===== src/rtl/core/lrps_pkg.sv =====
package lrps_pkg;

    localparam int WORD_BITS = 24;

    // command codes on the input channel
    localparam logic [1:0] CMD_WRITE = 2'd0;
    localparam logic [1:0] CMD_START = 2'd1;
    localparam logic [1:0] CMD_TICK  = 2'd2;

    // register indexes on the configuration port
    localparam logic [2:0] REG_LED_COUNT  = 3'd0;
    localparam logic [2:0] REG_ONE_HIGH   = 3'd1;
    localparam logic [2:0] REG_ONE_LOW    = 3'd2;
    localparam logic [2:0] REG_ZERO_HIGH  = 3'd3;
    localparam logic [2:0] REG_ZERO_LOW   = 3'd4;
    localparam logic [2:0] REG_LATCH      = 3'd5;

    // register reset values
    localparam logic [6:0]  RST_LED_COUNT = 7'd60;
    localparam logic [7:0]  RST_ONE_HIGH  = 8'd10;
    localparam logic [7:0]  RST_ONE_LOW   = 8'd5;
    localparam logic [7:0]  RST_ZERO_HIGH = 8'd5;
    localparam logic [7:0]  RST_ZERO_LOW  = 8'd10;
    localparam logic [15:0] RST_LATCH     = 16'd80;

    typedef struct packed {
        logic [1:0]  cmd;
        logic [5:0]  pixel_index;
        logic [23:0] pixel_color;
    } t_cmd_item;

    typedef struct packed {
        logic line_level;
        logic busy_res;
        logic frame_done;
        logic rejected;
    } t_result;

    typedef struct packed {
        logic [6:0]  led_count;
        logic [7:0]  one_high_ticks;
        logic [7:0]  one_low_ticks;
        logic [7:0]  zero_high_ticks;
        logic [7:0]  zero_low_ticks;
        logic [15:0] latch_ticks;
    } t_cfg;

    typedef enum logic [1:0] {
        K_WRITE,
        K_START,
        K_TICK,
        K_NOP
    } t_kind;

    // classified request as it sits in the queue
    typedef struct packed {
        t_kind       kind;
        logic        idx_ok;
        logic [5:0]  pixel_index;
        logic [23:0] pixel_color;
    } t_qitem;

    typedef enum logic [1:0] {
        PH_IDLE,
        PH_HIGH,
        PH_LOW,
        PH_LATCH
    } t_phase;

    function automatic logic [7:0] f_at_least_one(input logic [7:0] v);
        f_at_least_one = (v == 8'd0) ? 8'd1 : v;
    endfunction

endpackage


===== src/rtl/core/led_ring_pulse_serializer.sv =====
// Smart-LED chain driver. Each request is a command: write a 24-bit pixel into
// the store, start a frame, advance the line by one tick, or do nothing; every
// request gives exactly one result carrying the pin level, busy, frame-done and
// rejected flags. Requests are taken one per clock with no bubbles while the
// result side is not stalled; a request passes through the input queue and its
// result is then registered by the serializer, which updates the waveform state
// once per request. After reset the input stalls while the pixel store is swept
// to zero; configuration writes are taken during that sweep. Pixel writes and
// starts that arrive during a frame or its latch gap are dropped and flagged as
// rejected. Write the timing registers only while no frame is running.
module led_ring_pulse_serializer #(
    parameter int MAX_PIXELS = 64
) (
    input  logic                i_clk,
    input  logic                i_rst_n,

    // command requests
    input  logic                i_in_valid,
    output logic                o_in_ready,
    input  lrps_pkg::t_cmd_item i_in_data,

    // results
    output logic                o_out_valid,
    input  logic                i_out_ready,
    output lrps_pkg::t_result   o_out_data,

    // register port
    input  logic                psel,
    input  logic                penable,
    input  logic                pwrite,
    input  logic [4:0]          paddr,
    input  logic [31:0]         pwdata,
    output logic [31:0]         prdata,
    output logic                pready
);

    lrps_pkg::t_cfg   r_cfg;
    logic [2:0]       w_reg_idx;
    logic             w_reg_wr;
    logic             w_clearing;
    logic             w_q_valid;
    lrps_pkg::t_qitem w_q_item;
    logic             w_pop;

    // register file: index is the word address
    assign w_reg_idx = paddr[4:2];
    assign w_reg_wr  = psel && penable && pwrite;
    assign pready    = 1'b1;

    always_ff @(posedge i_clk) begin
        if (!i_rst_n) begin
            r_cfg.led_count       <= lrps_pkg::RST_LED_COUNT;
            r_cfg.one_high_ticks  <= lrps_pkg::RST_ONE_HIGH;
            r_cfg.one_low_ticks   <= lrps_pkg::RST_ONE_LOW;
            r_cfg.zero_high_ticks <= lrps_pkg::RST_ZERO_HIGH;
            r_cfg.zero_low_ticks  <= lrps_pkg::RST_ZERO_LOW;
            r_cfg.latch_ticks     <= lrps_pkg::RST_LATCH;
        end else if (w_reg_wr) begin
            case (w_reg_idx)
                lrps_pkg::REG_LED_COUNT: begin
                    r_cfg.led_count <= pwdata[6:0];
                end
                lrps_pkg::REG_ONE_HIGH: begin
                    r_cfg.one_high_ticks <= pwdata[7:0];
                end
                lrps_pkg::REG_ONE_LOW: begin
                    r_cfg.one_low_ticks <= pwdata[7:0];
                end
                lrps_pkg::REG_ZERO_HIGH: begin
                    r_cfg.zero_high_ticks <= pwdata[7:0];
                end
                lrps_pkg::REG_ZERO_LOW: begin
                    r_cfg.zero_low_ticks <= pwdata[7:0];
                end
                lrps_pkg::REG_LATCH: begin
                    r_cfg.latch_ticks <= pwdata[15:0];
                end
                default: begin
                    r_cfg <= r_cfg;
                end
            endcase
        end
    end

    always_comb begin
        case (w_reg_idx)
            lrps_pkg::REG_LED_COUNT: prdata = {25'd0, r_cfg.led_count};
            lrps_pkg::REG_ONE_HIGH:  prdata = {24'd0, r_cfg.one_high_ticks};
            lrps_pkg::REG_ONE_LOW:   prdata = {24'd0, r_cfg.one_low_ticks};
            lrps_pkg::REG_ZERO_HIGH: prdata = {24'd0, r_cfg.zero_high_ticks};
            lrps_pkg::REG_ZERO_LOW:  prdata = {24'd0, r_cfg.zero_low_ticks};
            lrps_pkg::REG_LATCH:     prdata = {16'd0, r_cfg.latch_ticks};
            default:                 prdata = 32'd0;
        endcase
    end

    // front: decode and queue requests
    lrps_front #(
        .MAX_PIXELS (MAX_PIXELS)
    ) u_front (
        .i_clk      (i_clk),
        .i_rst_n    (i_rst_n),
        .i_hold     (w_clearing),
        .i_in_valid (i_in_valid),
        .o_in_ready (o_in_ready),
        .i_in_data  (i_in_data),
        .o_q_valid  (w_q_valid),
        .o_q_item   (w_q_item),
        .i_pop      (w_pop)
    );

    // back: pixel store, waveform sequencer, result register
    lrps_back #(
        .MAX_PIXELS (MAX_PIXELS)
    ) u_back (
        .i_clk       (i_clk),
        .i_rst_n     (i_rst_n),
        .i_cfg       (r_cfg),
        .i_q_valid   (w_q_valid),
        .i_q_item    (w_q_item),
        .o_pop       (w_pop),
        .o_clearing  (w_clearing),
        .o_out_valid (o_out_valid),
        .i_out_ready (i_out_ready),
        .o_out_data  (o_out_data)
    );

endmodule


===== src/rtl/core/lrps_ram.sv =====
module lrps_ram #(
    parameter int WIDTH = 24,
    parameter int DEPTH = 64
) (
    input  logic                                         i_clk,
    input  logic                                         i_we,
    input  logic [((DEPTH > 1) ? $clog2(DEPTH) : 1)-1:0] i_waddr,
    input  logic [WIDTH-1:0]                             i_wdata,
    input  logic [((DEPTH > 1) ? $clog2(DEPTH) : 1)-1:0] i_raddr,
    output logic [WIDTH-1:0]                             o_rdata
);

    logic [WIDTH-1:0] r_mem [DEPTH];
    logic [WIDTH-1:0] r_rdata;

    always_ff @(posedge i_clk) begin
        if (i_we) begin
            r_mem[i_waddr] <= i_wdata;
        end
        r_rdata <= r_mem[i_raddr];
    end

    assign o_rdata = r_rdata;

endmodule


===== src/rtl/core/lrps_front.sv =====
module lrps_front #(
    parameter int MAX_PIXELS = 64
) (
    input  logic                i_clk,
    input  logic                i_rst_n,
    input  logic                i_hold,
    input  logic                i_in_valid,
    output logic                o_in_ready,
    input  lrps_pkg::t_cmd_item i_in_data,
    output logic                o_q_valid,
    output lrps_pkg::t_qitem    o_q_item,
    input  logic                i_pop
);

    lrps_pkg::t_qitem r_q [2];
    logic             r_wr_ptr;
    logic             r_rd_ptr;
    logic [1:0]       r_count;
    logic [1:0]       n_count;
    lrps_pkg::t_qitem w_item;
    logic             w_push;

    // classify the request
    always_comb begin
        w_item.pixel_index = i_in_data.pixel_index;
        w_item.pixel_color = i_in_data.pixel_color;
        w_item.idx_ok      = int'(i_in_data.pixel_index) < MAX_PIXELS;
        case (i_in_data.cmd)
            lrps_pkg::CMD_WRITE: begin
                w_item.kind = lrps_pkg::K_WRITE;
            end
            lrps_pkg::CMD_START: begin
                w_item.kind = lrps_pkg::K_START;
            end
            lrps_pkg::CMD_TICK: begin
                w_item.kind = lrps_pkg::K_TICK;
            end
            default: begin
                w_item.kind = lrps_pkg::K_NOP;
            end
        endcase
    end

    assign o_in_ready = !i_hold && (r_count != 2'd2);
    assign w_push     = i_in_valid && o_in_ready;
    assign o_q_valid  = r_count != 2'd0;
    assign o_q_item   = r_q[r_rd_ptr];

    always_comb begin
        n_count = r_count;
        if (w_push && !i_pop) begin
            n_count = r_count + 2'd1;
        end else if (!w_push && i_pop) begin
            n_count = r_count - 2'd1;
        end
    end

    always_ff @(posedge i_clk) begin
        if (!i_rst_n) begin
            r_wr_ptr <= 1'b0;
            r_rd_ptr <= 1'b0;
            r_count  <= 2'd0;
        end else begin
            r_count <= n_count;
            if (w_push) begin
                r_wr_ptr <= !r_wr_ptr;
            end
            if (i_pop) begin
                r_rd_ptr <= !r_rd_ptr;
            end
        end
    end

    always_ff @(posedge i_clk) begin
        if (w_push) begin
            r_q[r_wr_ptr] <= w_item;
        end
    end

    a_pop_nonempty: assert property (@(posedge i_clk) disable iff (!i_rst_n)
        i_pop |-> (r_count != 2'd0))
        else $error("queue popped while empty");

    a_count_range: assert property (@(posedge i_clk) disable iff (!i_rst_n)
        r_count != 2'd3)
        else $error("queue count out of range");

endmodule


===== src/rtl/core/lrps_back.sv =====
module lrps_back #(
    parameter int MAX_PIXELS = 64
) (
    input  logic             i_clk,
    input  logic             i_rst_n,
    input  lrps_pkg::t_cfg   i_cfg,
    input  logic             i_q_valid,
    input  lrps_pkg::t_qitem i_q_item,
    output logic             o_pop,
    output logic             o_clearing,
    output logic             o_out_valid,
    input  logic             i_out_ready,
    output lrps_pkg::t_result o_out_data
);

    localparam int AW = (MAX_PIXELS > 1) ? $clog2(MAX_PIXELS) : 1;
    localparam int CW = $clog2(MAX_PIXELS + 1);
    localparam int LW = (CW > 7) ? CW : 7;
    localparam logic [AW-1:0] LAST_ADDR = AW'(MAX_PIXELS - 1);
    localparam logic [LW-1:0] MAX_LEN   = LW'(MAX_PIXELS);
    localparam logic [4:0]    LAST_BIT  = 5'(lrps_pkg::WORD_BITS - 1);

    lrps_pkg::t_phase  r_phase, n_phase;
    logic [15:0]       r_tick_left, n_tick_left;
    logic [4:0]        r_bit_pos, n_bit_pos;
    logic [AW-1:0]     r_pixel_pos, n_pixel_pos;
    logic [23:0]       r_shift, n_shift;
    logic [23:0]       r_word0;
    logic              r_clearing;
    logic [AW-1:0]     r_clr_addr;
    logic              r_out_valid;
    lrps_pkg::t_result r_out, n_out;

    logic              w_fire;
    logic              w_busy;
    logic [15:0]       w_tl;
    logic [23:0]       w_shifted;
    logic [6:0]        w_lc;
    logic [LW-1:0]     w_frame_len;
    logic [LW-1:0]     w_next_pos;
    logic              w_we;
    logic [AW-1:0]     w_waddr;
    logic [23:0]       w_wdata;
    logic [23:0]       w_rdata;
    logic              w_pix_write;

    assign w_busy = r_phase != lrps_pkg::PH_IDLE;
    assign w_fire = i_q_valid && !r_clearing && (!r_out_valid || i_out_ready);
    assign o_pop  = w_fire;

    assign w_pix_write = w_fire && (i_q_item.kind == lrps_pkg::K_WRITE) && !w_busy
                         && i_q_item.idx_ok;

    // store: clear sweep after reset, then pixel writes while idle
    assign w_we    = r_clearing || w_pix_write;
    assign w_waddr = r_clearing ? r_clr_addr : AW'(i_q_item.pixel_index);
    assign w_wdata = r_clearing ? 24'd0 : i_q_item.pixel_color;

    // read port always looks one pixel ahead of the one on the line
    lrps_ram #(
        .WIDTH (24),
        .DEPTH (MAX_PIXELS)
    ) u_store (
        .i_clk   (i_clk),
        .i_we    (w_we),
        .i_waddr (w_waddr),
        .i_wdata (w_wdata),
        .i_raddr (AW'(LW'(r_pixel_pos) + LW'(1))),
        .o_rdata (w_rdata)
    );

    assign w_lc        = (i_cfg.led_count == 7'd0) ? 7'd1 : i_cfg.led_count;
    assign w_frame_len = (LW'(w_lc) > MAX_LEN) ? MAX_LEN : LW'(w_lc);
    assign w_next_pos  = LW'(r_pixel_pos) + LW'(1);
    assign w_tl        = (r_tick_left != 16'd0) ? (r_tick_left - 16'd1) : 16'd0;
    assign w_shifted   = {r_shift[22:0], 1'b0};

    // next state
    always_comb begin
        n_phase     = r_phase;
        n_tick_left = r_tick_left;
        n_bit_pos   = r_bit_pos;
        n_pixel_pos = r_pixel_pos;
        n_shift     = r_shift;
        if (w_fire) begin
            case (i_q_item.kind)
                lrps_pkg::K_START: begin
                    if (!w_busy) begin
                        n_pixel_pos = '0;
                        n_bit_pos   = 5'd0;
                        n_shift     = r_word0;
                        n_phase     = lrps_pkg::PH_HIGH;
                        n_tick_left = 16'(lrps_pkg::f_at_least_one(r_word0[23] ?
                                      i_cfg.one_high_ticks : i_cfg.zero_high_ticks));
                    end
                end
                lrps_pkg::K_TICK: begin
                    if (w_busy) begin
                        if (w_tl != 16'd0) begin
                            n_tick_left = w_tl;
                        end else begin
                            case (r_phase)
                                lrps_pkg::PH_HIGH: begin
                                    n_phase     = lrps_pkg::PH_LOW;
                                    n_tick_left = 16'(lrps_pkg::f_at_least_one(r_shift[23] ?
                                                  i_cfg.one_low_ticks : i_cfg.zero_low_ticks));
                                end
                                lrps_pkg::PH_LOW: begin
                                    if (r_bit_pos != LAST_BIT) begin
                                        n_shift     = w_shifted;
                                        n_bit_pos   = r_bit_pos + 5'd1;
                                        n_phase     = lrps_pkg::PH_HIGH;
                                        n_tick_left = 16'(lrps_pkg::f_at_least_one(
                                                      w_shifted[23] ? i_cfg.one_high_ticks
                                                                    : i_cfg.zero_high_ticks));
                                    end else if (w_next_pos < w_frame_len) begin
                                        n_pixel_pos = AW'(w_next_pos);
                                        n_bit_pos   = 5'd0;
                                        n_shift     = w_rdata;
                                        n_phase     = lrps_pkg::PH_HIGH;
                                        n_tick_left = 16'(lrps_pkg::f_at_least_one(
                                                      w_rdata[23] ? i_cfg.one_high_ticks
                                                                  : i_cfg.zero_high_ticks));
                                    end else begin
                                        n_shift   = w_shifted;
                                        n_bit_pos = 5'd0;
                                        if (i_cfg.latch_ticks == 16'd0) begin
                                            n_phase = lrps_pkg::PH_IDLE;
                                        end else begin
                                            n_phase     = lrps_pkg::PH_LATCH;
                                            n_tick_left = i_cfg.latch_ticks;
                                        end
                                    end
                                end
                                lrps_pkg::PH_LATCH: begin
                                    n_phase = lrps_pkg::PH_IDLE;
                                end
                                default: begin
                                    n_phase = r_phase;
                                end
                            endcase
                        end
                    end
                end
                default: begin
                    n_phase = r_phase;
                end
            endcase
        end
    end

    // result fields
    always_comb begin
        n_out.line_level = (r_phase == lrps_pkg::PH_HIGH)
                           || ((i_q_item.kind == lrps_pkg::K_START) && !w_busy);
        n_out.busy_res   = n_phase != lrps_pkg::PH_IDLE;
        n_out.frame_done = (i_q_item.kind == lrps_pkg::K_TICK) && w_busy
                           && (n_phase == lrps_pkg::PH_IDLE);
        n_out.rejected   = w_busy && ((i_q_item.kind == lrps_pkg::K_WRITE)
                                      || (i_q_item.kind == lrps_pkg::K_START));
    end

    always_ff @(posedge i_clk) begin
        if (!i_rst_n) begin
            r_phase     <= lrps_pkg::PH_IDLE;
            r_tick_left <= 16'd0;
            r_bit_pos   <= 5'd0;
            r_pixel_pos <= '0;
            r_shift     <= 24'd0;
            r_word0     <= 24'd0;
            r_clearing  <= 1'b1;
            r_clr_addr  <= '0;
            r_out_valid <= 1'b0;
        end else begin
            r_phase     <= n_phase;
            r_tick_left <= n_tick_left;
            r_bit_pos   <= n_bit_pos;
            r_pixel_pos <= n_pixel_pos;
            r_shift     <= n_shift;
            if (w_pix_write && (i_q_item.pixel_index == 6'd0)) begin
                r_word0 <= i_q_item.pixel_color;
            end
            if (r_clearing) begin
                if (r_clr_addr == LAST_ADDR) begin
                    r_clearing <= 1'b0;
                end else begin
                    r_clr_addr <= r_clr_addr + AW'(1);
                end
            end
            if (w_fire) begin
                r_out_valid <= 1'b1;
            end else if (i_out_ready) begin
                r_out_valid <= 1'b0;
            end
        end
    end

    always_ff @(posedge i_clk) begin
        if (w_fire) begin
            r_out <= n_out;
        end
    end

    assign o_clearing  = r_clearing;
    assign o_out_valid = r_out_valid;
    assign o_out_data  = r_out;

    a_tick_nonzero: assert property (@(posedge i_clk) disable iff (!i_rst_n)
        (r_phase != lrps_pkg::PH_IDLE) |-> (r_tick_left != 16'd0))
        else $error("active phase with no ticks left");

    a_bit_range: assert property (@(posedge i_clk) disable iff (!i_rst_n)
        r_bit_pos <= LAST_BIT)
        else $error("bit position past end of word");

    a_no_result_in_clear: assert property (@(posedge i_clk) disable iff (!i_rst_n)
        r_clearing |-> !r_out_valid)
        else $error("result produced during store clear");

    a_no_store_write_busy: assert property (@(posedge i_clk) disable iff (!i_rst_n)
        w_busy |-> !w_pix_write)
        else $error("pixel store written during a frame");

endmodule


===== config.mk =====
export PLATFORM = sky130hd
export DESIGN_NAME = led_ring_pulse_serializer
export DESIGN_NICKNAME = d
export VERILOG_FILES = /design/src/rtl/core/lrps_pkg.sv /design/src/rtl/core/led_ring_pulse_serializer.sv /design/src/rtl/core/lrps_ram.sv /design/src/rtl/core/lrps_front.sv /design/src/rtl/core/lrps_back.sv
export SDC_FILE = /design/constraint.sdc
export NUM_CORES = 2
export LEC_CHECK = 0
export BUFFER_PORTS_ARGS = -buffer_cell sky130_fd_sc_hd__buf_2
export CAP_MARGIN = 20
export CORE_MARGIN = 4
export CORE_UTILIZATION = 40
export CTS_CLUSTER_SIZE = 30
export DETAILED_ROUTE_END_ITERATION = 10
export PLACE_DENSITY = 0.58
export SLEW_MARGIN = 20
export SYNTH_ARGS = -nofsm -noshare
export SYNTH_HDL_FRONTEND = slang
export SYNTH_SLANG_ARGS = --single-unit

===== constraint.sdc =====
create_clock -name i_clk -period 10.9 [get_ports i_clk]
set_input_delay 2.18 -clock i_clk [delete_from_list [all_inputs] [get_ports i_clk]]
set_output_delay 2.18 -clock i_clk [all_outputs]
set_load 0.02 [all_outputs]

# [Yosys cells after proc, flatten, opt, wreduce, memory -nomap -nowiden]
# Memory sizes are Yosys's and may differ from the RTL's. A register that Yosys moved wholly into a read port is not among the register bits.
# Index checks and enable logic that the tools add are counted.
[op_classes] mux=64 reduce_logical=56 n_eq_ne=23 bitwise_logic=1 magnitude_cmp=2 add_sub_neg=6
[ops] op="$mux W24" n=7
[ops] op="$mux W16" n=7
[ops] op="$pmux W16 S6" n=1
[ops] op="$mux W8" n=8
[ops] op="$pmux W16 S2" n=2
[ops] op="$pmux W24 S2" n=1
[ops] op="$mux W6" n=7
[ops] op="$logic_not A8 Y1" n=4
[ops] op="$reduce_bool A16 Y1" n=2
[ops] op="$mux W5" n=5
[ops] op="$mux W2" n=9
[ops] op="$logic_not A16 Y1" n=1
[ops] op="$sub A16 B1 Y16 const B" n=1
[ops] op="$logic_and A1 B1 Y1" n=15
[ops] op="$mux W7" n=2
[ops] op="$reduce_and A2 Y1" n=7
[ops] op="$pmux W2 S3" n=2
[ops] op="$pmux W6 S2" n=1
[ops] op="$reduce_and A6 Y1" n=2
[ops] op="$reduce_bool A2 Y1" n=6
[ops] op="$mux W1" n=10
[ops] op="$ne A2 B2 Y1 const B" n=5
[ops] op="$pmux W5 S2" n=1
[ops] op="$eq A2 B2 Y1 const B" n=4
[ops] op="26 further kinds" n=42
[totals] reg_bits=148 mem_bits_rw=1600 mem_count=2 in_bits=76 elab_cells=176 output_inout_bits=39
[mem_list] memory="u_back.u_store.r_mem" words=64 word_bits=24 read_ports=1 rd_ports_with_merged_regs=1 write_ports=1 line_no="lrps_ram.sv:13" source="logic [WIDTH-1:0] r_mem [DEPTH];"
[mem_list] memory="u_front.r_q" words=2 word_bits=32 read_ports=1 rd_ports_with_merged_regs=1 write_ports=1 line_no="lrps_front.sv:15" source="lrps_pkg::t_qitem r_q [2];"

# [Longest topological paths before layout]
[logic_depth] depth_word=14 depth_mapped=18 depth_no_buf=13

# [Cells and area by module]
# A second synthesis with hierarchy kept.
[hier_totals] hier_cells=3801 hier_area_um2=70606.5
[modules_own_cells] module="lrps_ram" instances=1 seq_area_each_um2=46604.7 area_each_um2=59489.6 cells_each=2630
[modules_own_cells] module="lrps_back" instances=1 seq_area_each_um2=1821.7 area_each_um2=5750.5 cells_each=744
[modules_own_cells] module="led_ring_pulse_serializer" instances=1 seq_area_each_um2=1101.1 area_each_um2=2796.4 cells_each=298
[modules_own_cells] module="lrps_front" instances=1 seq_area_each_um2=2021.9 area_each_um2=2570.0 cells_each=129

# [Least setup slack after synthesis]
# Ideal clock, no wire load.
[synth_timing] kind="input port to output port" from="input paddr[2]" to="output prdata[6]" n_path_buf=3 t_arrival_ps=3576 cell_stages=5 t_required_ps=8720 slack_ps=5144 path_cell_list="clkbuf_1 > buf_1 > clkbuf_1 > a31oi_1 > o22ai_1"
[synth_via] elab_chain_len=2 word_cells_on_any_way=7 cone_classes="eq/ne (5); mux (1); reduce/logical (1)"
[synth_rtl] item="start: declaration" line_no="led_ring_pulse_serializer.sv:31" source="input logic [4:0] paddr,"
[synth_rtl] item="$eq A3 B3 Y1, or another cell as far along" line_no="led_ring_pulse_serializer.sv:86" source="case (w_reg_idx)"
[synth_rtl] item="$pmux W16 S6 (*)" line_no="led_ring_pulse_serializer.sv:86"
[synth_rtl] item="end: declaration" line_no="led_ring_pulse_serializer.sv:33" source="output logic [31:0] prdata,"
# Every way passes the cells marked *; elsewhere a longest branch is shown, timed or not.

# [Final worst setup path]
[layout_timing] from="input paddr[4]" to="output prdata[0]"
# The elaborated chain is that of the path after synthesis.

==> out/results.md <==
| Step | Parameter | This run |
|---|---|---|
| status | Outcome | completed |
| yosys | Combinational family with the most area after synthesis | multiplexers |
| route | Wire length after detailed routing | 176,000 microns |
| yosys | Most numerous cell in the Yosys netlist | sky130_fd_sc_hd__edfxtp_1 |
| setup path | Required @ worst endpoint | 8720 ps |
| finish | FF+latch area | 0.0516 sq mm |
| sta | Setup Total Neg Slack | 0 ps |
| yosys | Synth top cells by count | sky130_fd_sc_hd__edfxtp_1, sky130_fd_sc_hd__mux4_2, sky130_fd_sc_hd__nand2_1, sky130_fd_sc_hd__nor2_1, sky130_fd_sc_hd__dfxtp_1 |
| yosys | Post-synthesis share of cell area spent on and, or, nand and nor gates | 4.10% |
| yosys | Synthesis-stage register bit count | 1,773 |
| die | Core Footprint | 0.174 sq mm |
| sta | Rel. slew slack | 22.8% |
| sta | Final worst-path cycle share | 54.2% |
| placed design | Weighted congestion at the end of routability-driven global placement | 0.851 |
| yosys | Post-synthesis area per instance | 19.5 sq um |
| die | Num ports | 115 |
| sta | Time the worst path needs with I/O delays and setup | 5910 ps |
| sta | Setup clock skew after layout | 24.4 ps |
| setup path | WP data arrival | 3730 ps |
| sta | Number of hold-slack violations in the final timing report | 0 |
| die | Die area | 0.181 sq mm |
| yosys | Post-synth top area cell | sky130_fd_sc_hd__edfxtp_1 |
| global routing | Total congestion overflow | 0 |
| setup path | Critical Path Fanout Max | 21 |
| yosys | Compound-Gate Fraction of Synth Area | 2.73% |
| die | Number of rows in the core area | 153 |
| finish | Ratio of cells with drive above 1 in the final layout | 26.6% |
| yosys | Xor and xnor fraction of the mapped netlist area | 0.251% |
| yosys | Number of enable flip-flop cells after synthesis | 1,604 |
| yosys | Gate count of the mapped netlist | 3,578 |
| route | Detail-routed net length per standard cell | 28.5 microns |
| sta | Worst Max-Slew Pin Slew | 1160 ps |
| setup path | Depth of the worst register-to-register path | 8 |
| job | Max Cap Violations | 0 |
| power | Worst supply voltage drop on vdd | 0.000170 V |
| finish | Layout net count | 3,801 |
| clock network | # Post-CTS Setup Buffers | 0 |
| yosys | Yosys Warn Count | 0 |
| finish | Layout Area Growth over Synthesis | 14.1% |
| sta | Fin. max-slew vios | 0 |
| clock network | Resized Gates After CTS | 0 |
| route | Number of remaining DRC errors | 0 |
| die | Die boundary width | 426 microns |
| power | Leakage power | 28.0 nW |
| yosys | Multiplexer fraction of the synthesized cell area | 17.4% |
| power | Power per unit of standard cell area | 168 mW/mm^2 |
| yosys | Share of flip-flops with an asynchronous set or reset after synthesis | 0% |
| sta | Setup Viol. Count Final | 0 |
| clock network | Hold_buf cts | 0 |
| sta | Peak clock frequency supported by timing | 169 MHz |
| placed design | # port buffers | 79 |
| route | Number of vias per cell | 5.67 |
| route | Antenna-violating nets left | 0 |
| placed design | Detailed-placement wirelength estimate | 97,800 microns |
| clock network | Clk pin slew, worst setup/hold paths | 60 ps |
| finish | Area used by multi-input combinational logic | 0.0181 sq mm |
| global routing | First-pass GRT wire length | 254,000 microns |
| yosys | Area of the mapped netlist | 0.0698 sq mm |
| yosys | Post-Synth Adder-Cell Area | 0.251% |
| setup path | Startpoint types | input pin |
| global routing | Global-route total usage across every layer | 19.4% |
| yosys | Post-synth cell types | 78 |
| yosys | Synth Flop Type | sky130_fd_sc_hd__edfxtp_1 |
| yosys | Top area cells in the synthesized netlist | sky130_fd_sc_hd__edfxtp_1, sky130_fd_sc_hd__mux4_2, sky130_fd_sc_hd__dfxtp_1, sky130_fd_sc_hd__mux2i_1, sky130_fd_sc_hd__nand2_1 |
| finish | Final core utilization | 45.9% |
| clock network | Clock tree from TritonCTS | done |
| clock network | Clock latency at the later pin of the worst-skew pair | 810 ps |
| yosys | Fraction of the yosys area taken by sequential cells | 73.8% |
| worst hold path | Worst min-delay path class | reg2reg |
| route | Violation count after the first detailed-route iteration | 4,106 |
| route | Vias | 35,100 |
| clock network | Clock H-tree levels | 4 |
| setup path | Critical path capture point type | output pin |
| global routing | Via count of the first global-routing pass | 34,500 |
| clock network | Total clock buffers created by CTS | 176 |
| clock network | Root buffer cell | sky130_fd_sc_hd__clkbuf_16 |
| die | Chip height | 426 microns |
| clock network | TritonCTS sink count | 1,773 |
| die | Starting density of the core | 40.2% |
| setup path | Classification of the worst setup path | in2out |
| finish | Fillcell total | 14,600 |
| clock network | Buffer levels on the longest clock path | 3 |
| worst hold path | Hold Path Depth | 2 |
| sta | Unrepaired setup endpoints after global routing | no |
| global routing | Antenna violations before repair | 3 |
| global routing | Pin count of the biggest net entering global routing | 129 |
| route | 1st-pass router iterations | 5 |
| yosys | Post-synth top area share | 69.0% |
==> critical path, stage by stage <==
cell,delay (ps)
sky130_fd_sc_hd__buf_2,330
sky130_fd_sc_hd__nor2b_2,630
sky130_fd_sc_hd__a21oi_1,160
sky130_fd_sc_hd__a21oi_1,220
sky130_fd_sc_hd__buf_2,200
==> where the power goes <==
part / total, mW / switching (mW) / internal, mW
Clock: 5.86 / 2.57 / 3.30
Sequential: 7.36 / 0.0134 / 7.35
Combinational: 0.144 / 0.104 / 0.0405
Total: 13.4 / 2.68 / 10.7
==> layout by cell type (no fill, tap or decap), types with 52 or more instances in the layout <==
cell type                      n
sky130_fd_sc_hd__buf_2        79
sky130_fd_sc_hd__clkbuf_16   178
sky130_fd_sc_hd__a21oi_1      80
sky130_fd_sc_hd__edfxtp_1   1604
sky130_fd_sc_hd__nor2_1      113
sky130_fd_sc_hd__buf_4        52
sky130_fd_sc_hd__nor2_4       90
sky130_fd_sc_hd__nand2_1     261
sky130_fd_sc_hd__dfxtp_1     166
sky130_fd_sc_hd__mux2i_1     122
sky130_fd_sc_hd__mux4_2      481
==> path summary, 6_finish.rpt <==
| path | start | to | slack [ps] |
|---|---|---|---|
| worst max register to register | u_back.r_pixel_pos[0]$_SDFFE_PN0P_ | u_back.u_store.o_rdata[19]$_DFF_P_ | 5220 |
| worst min-delay path | u_back.r_shift[12]$_SDFFE_PN0P_ | u_back.r_shift[12]$_SDFFE_PN0P_ | 460 |
| worst min register to register | u_back.r_shift[12]$_SDFFE_PN0P_ | u_back.r_shift[12]$_SDFFE_PN0P_ | 460 |
| worst max-delay path | paddr[4] | prdata[0] | 4990 |
==> layer usage <==
layer | vias up | routed length (microns) | global-route usage (%)
met3 | 216 | 12300 | 3.22
met4 | 0 | 3640 | 4.67
li1 | 14900 | - | -
met2 | 1243 | 83400 | 30.4
met1 | 18800 | 77000 | 28.6
met5 | - | 0 | 0
==> stage by stage <==
stage	setup WS (ps)	hold slack, ps	power, mW	instances	instance area, sq um
finish	4990	456	13.4	6188	79600
CTS	4690	454	13.5	6168	79200
global placement	4660	437	7.64	5832	73500
global route	4560	476	13.8	6185	79600
floorplan	5140	431	7.58	3593	69900
detailed placement	4680	445	7.65	5841	73700
==> sequential cells by signal, indices dropped and copies added (netlist names), named ones only <==
register / cells
r_cfg: 55
u_back.r_pixel_pos: 6
u_back.r_word0: 24
u_back.u_store.o_rdata: 24
u_front.r_q: 64
u_back.r_clr_addr: 6
u_back.o_clearing: 1
u_back.u_store.r_mem: 1536
u_back.r_shift: 24
u_back.r_bit_pos: 5
u_front.r_wr_ptr: 1
u_back.r_phase: 2
u_back.o_out_valid: 1
u_front.r_rd_ptr: 1
u_back.r_tick_left: 16
u_back.o_out_data: 4
u_front.r_count: 2
==> cell type report <==
cell class / instances / area share, %
flip-flops and latches: 1773 / 64.7
multi-input cells: 1583 / 22.7
clock buffers: 223 / 5.85
well taps: 2325 / 3.65
repair buffers: 161 / 1.88
clock inverters: 104 / 1.09
inverters: 16 / 0.0785
diodes: 3 / 0.00943
==> logic make-up (layout without fill, tap and decap cells) <==
| kind of cell | Yosys count | count (layout) |
|---|---|---|
| buf+inv | 237 | 504 |
| other cells | 2 | 20 |
| mux | 609 | 609 |
| simple gates | 639 | 639 |
| xor+xnor | 20 | 20 |
| fa+ha+maj | 14 | 14 |
| compound gates | 284 | 284 |
| flops | 1773 | 1773 |
Note: power is estimated with default switching activity, not from simulation.
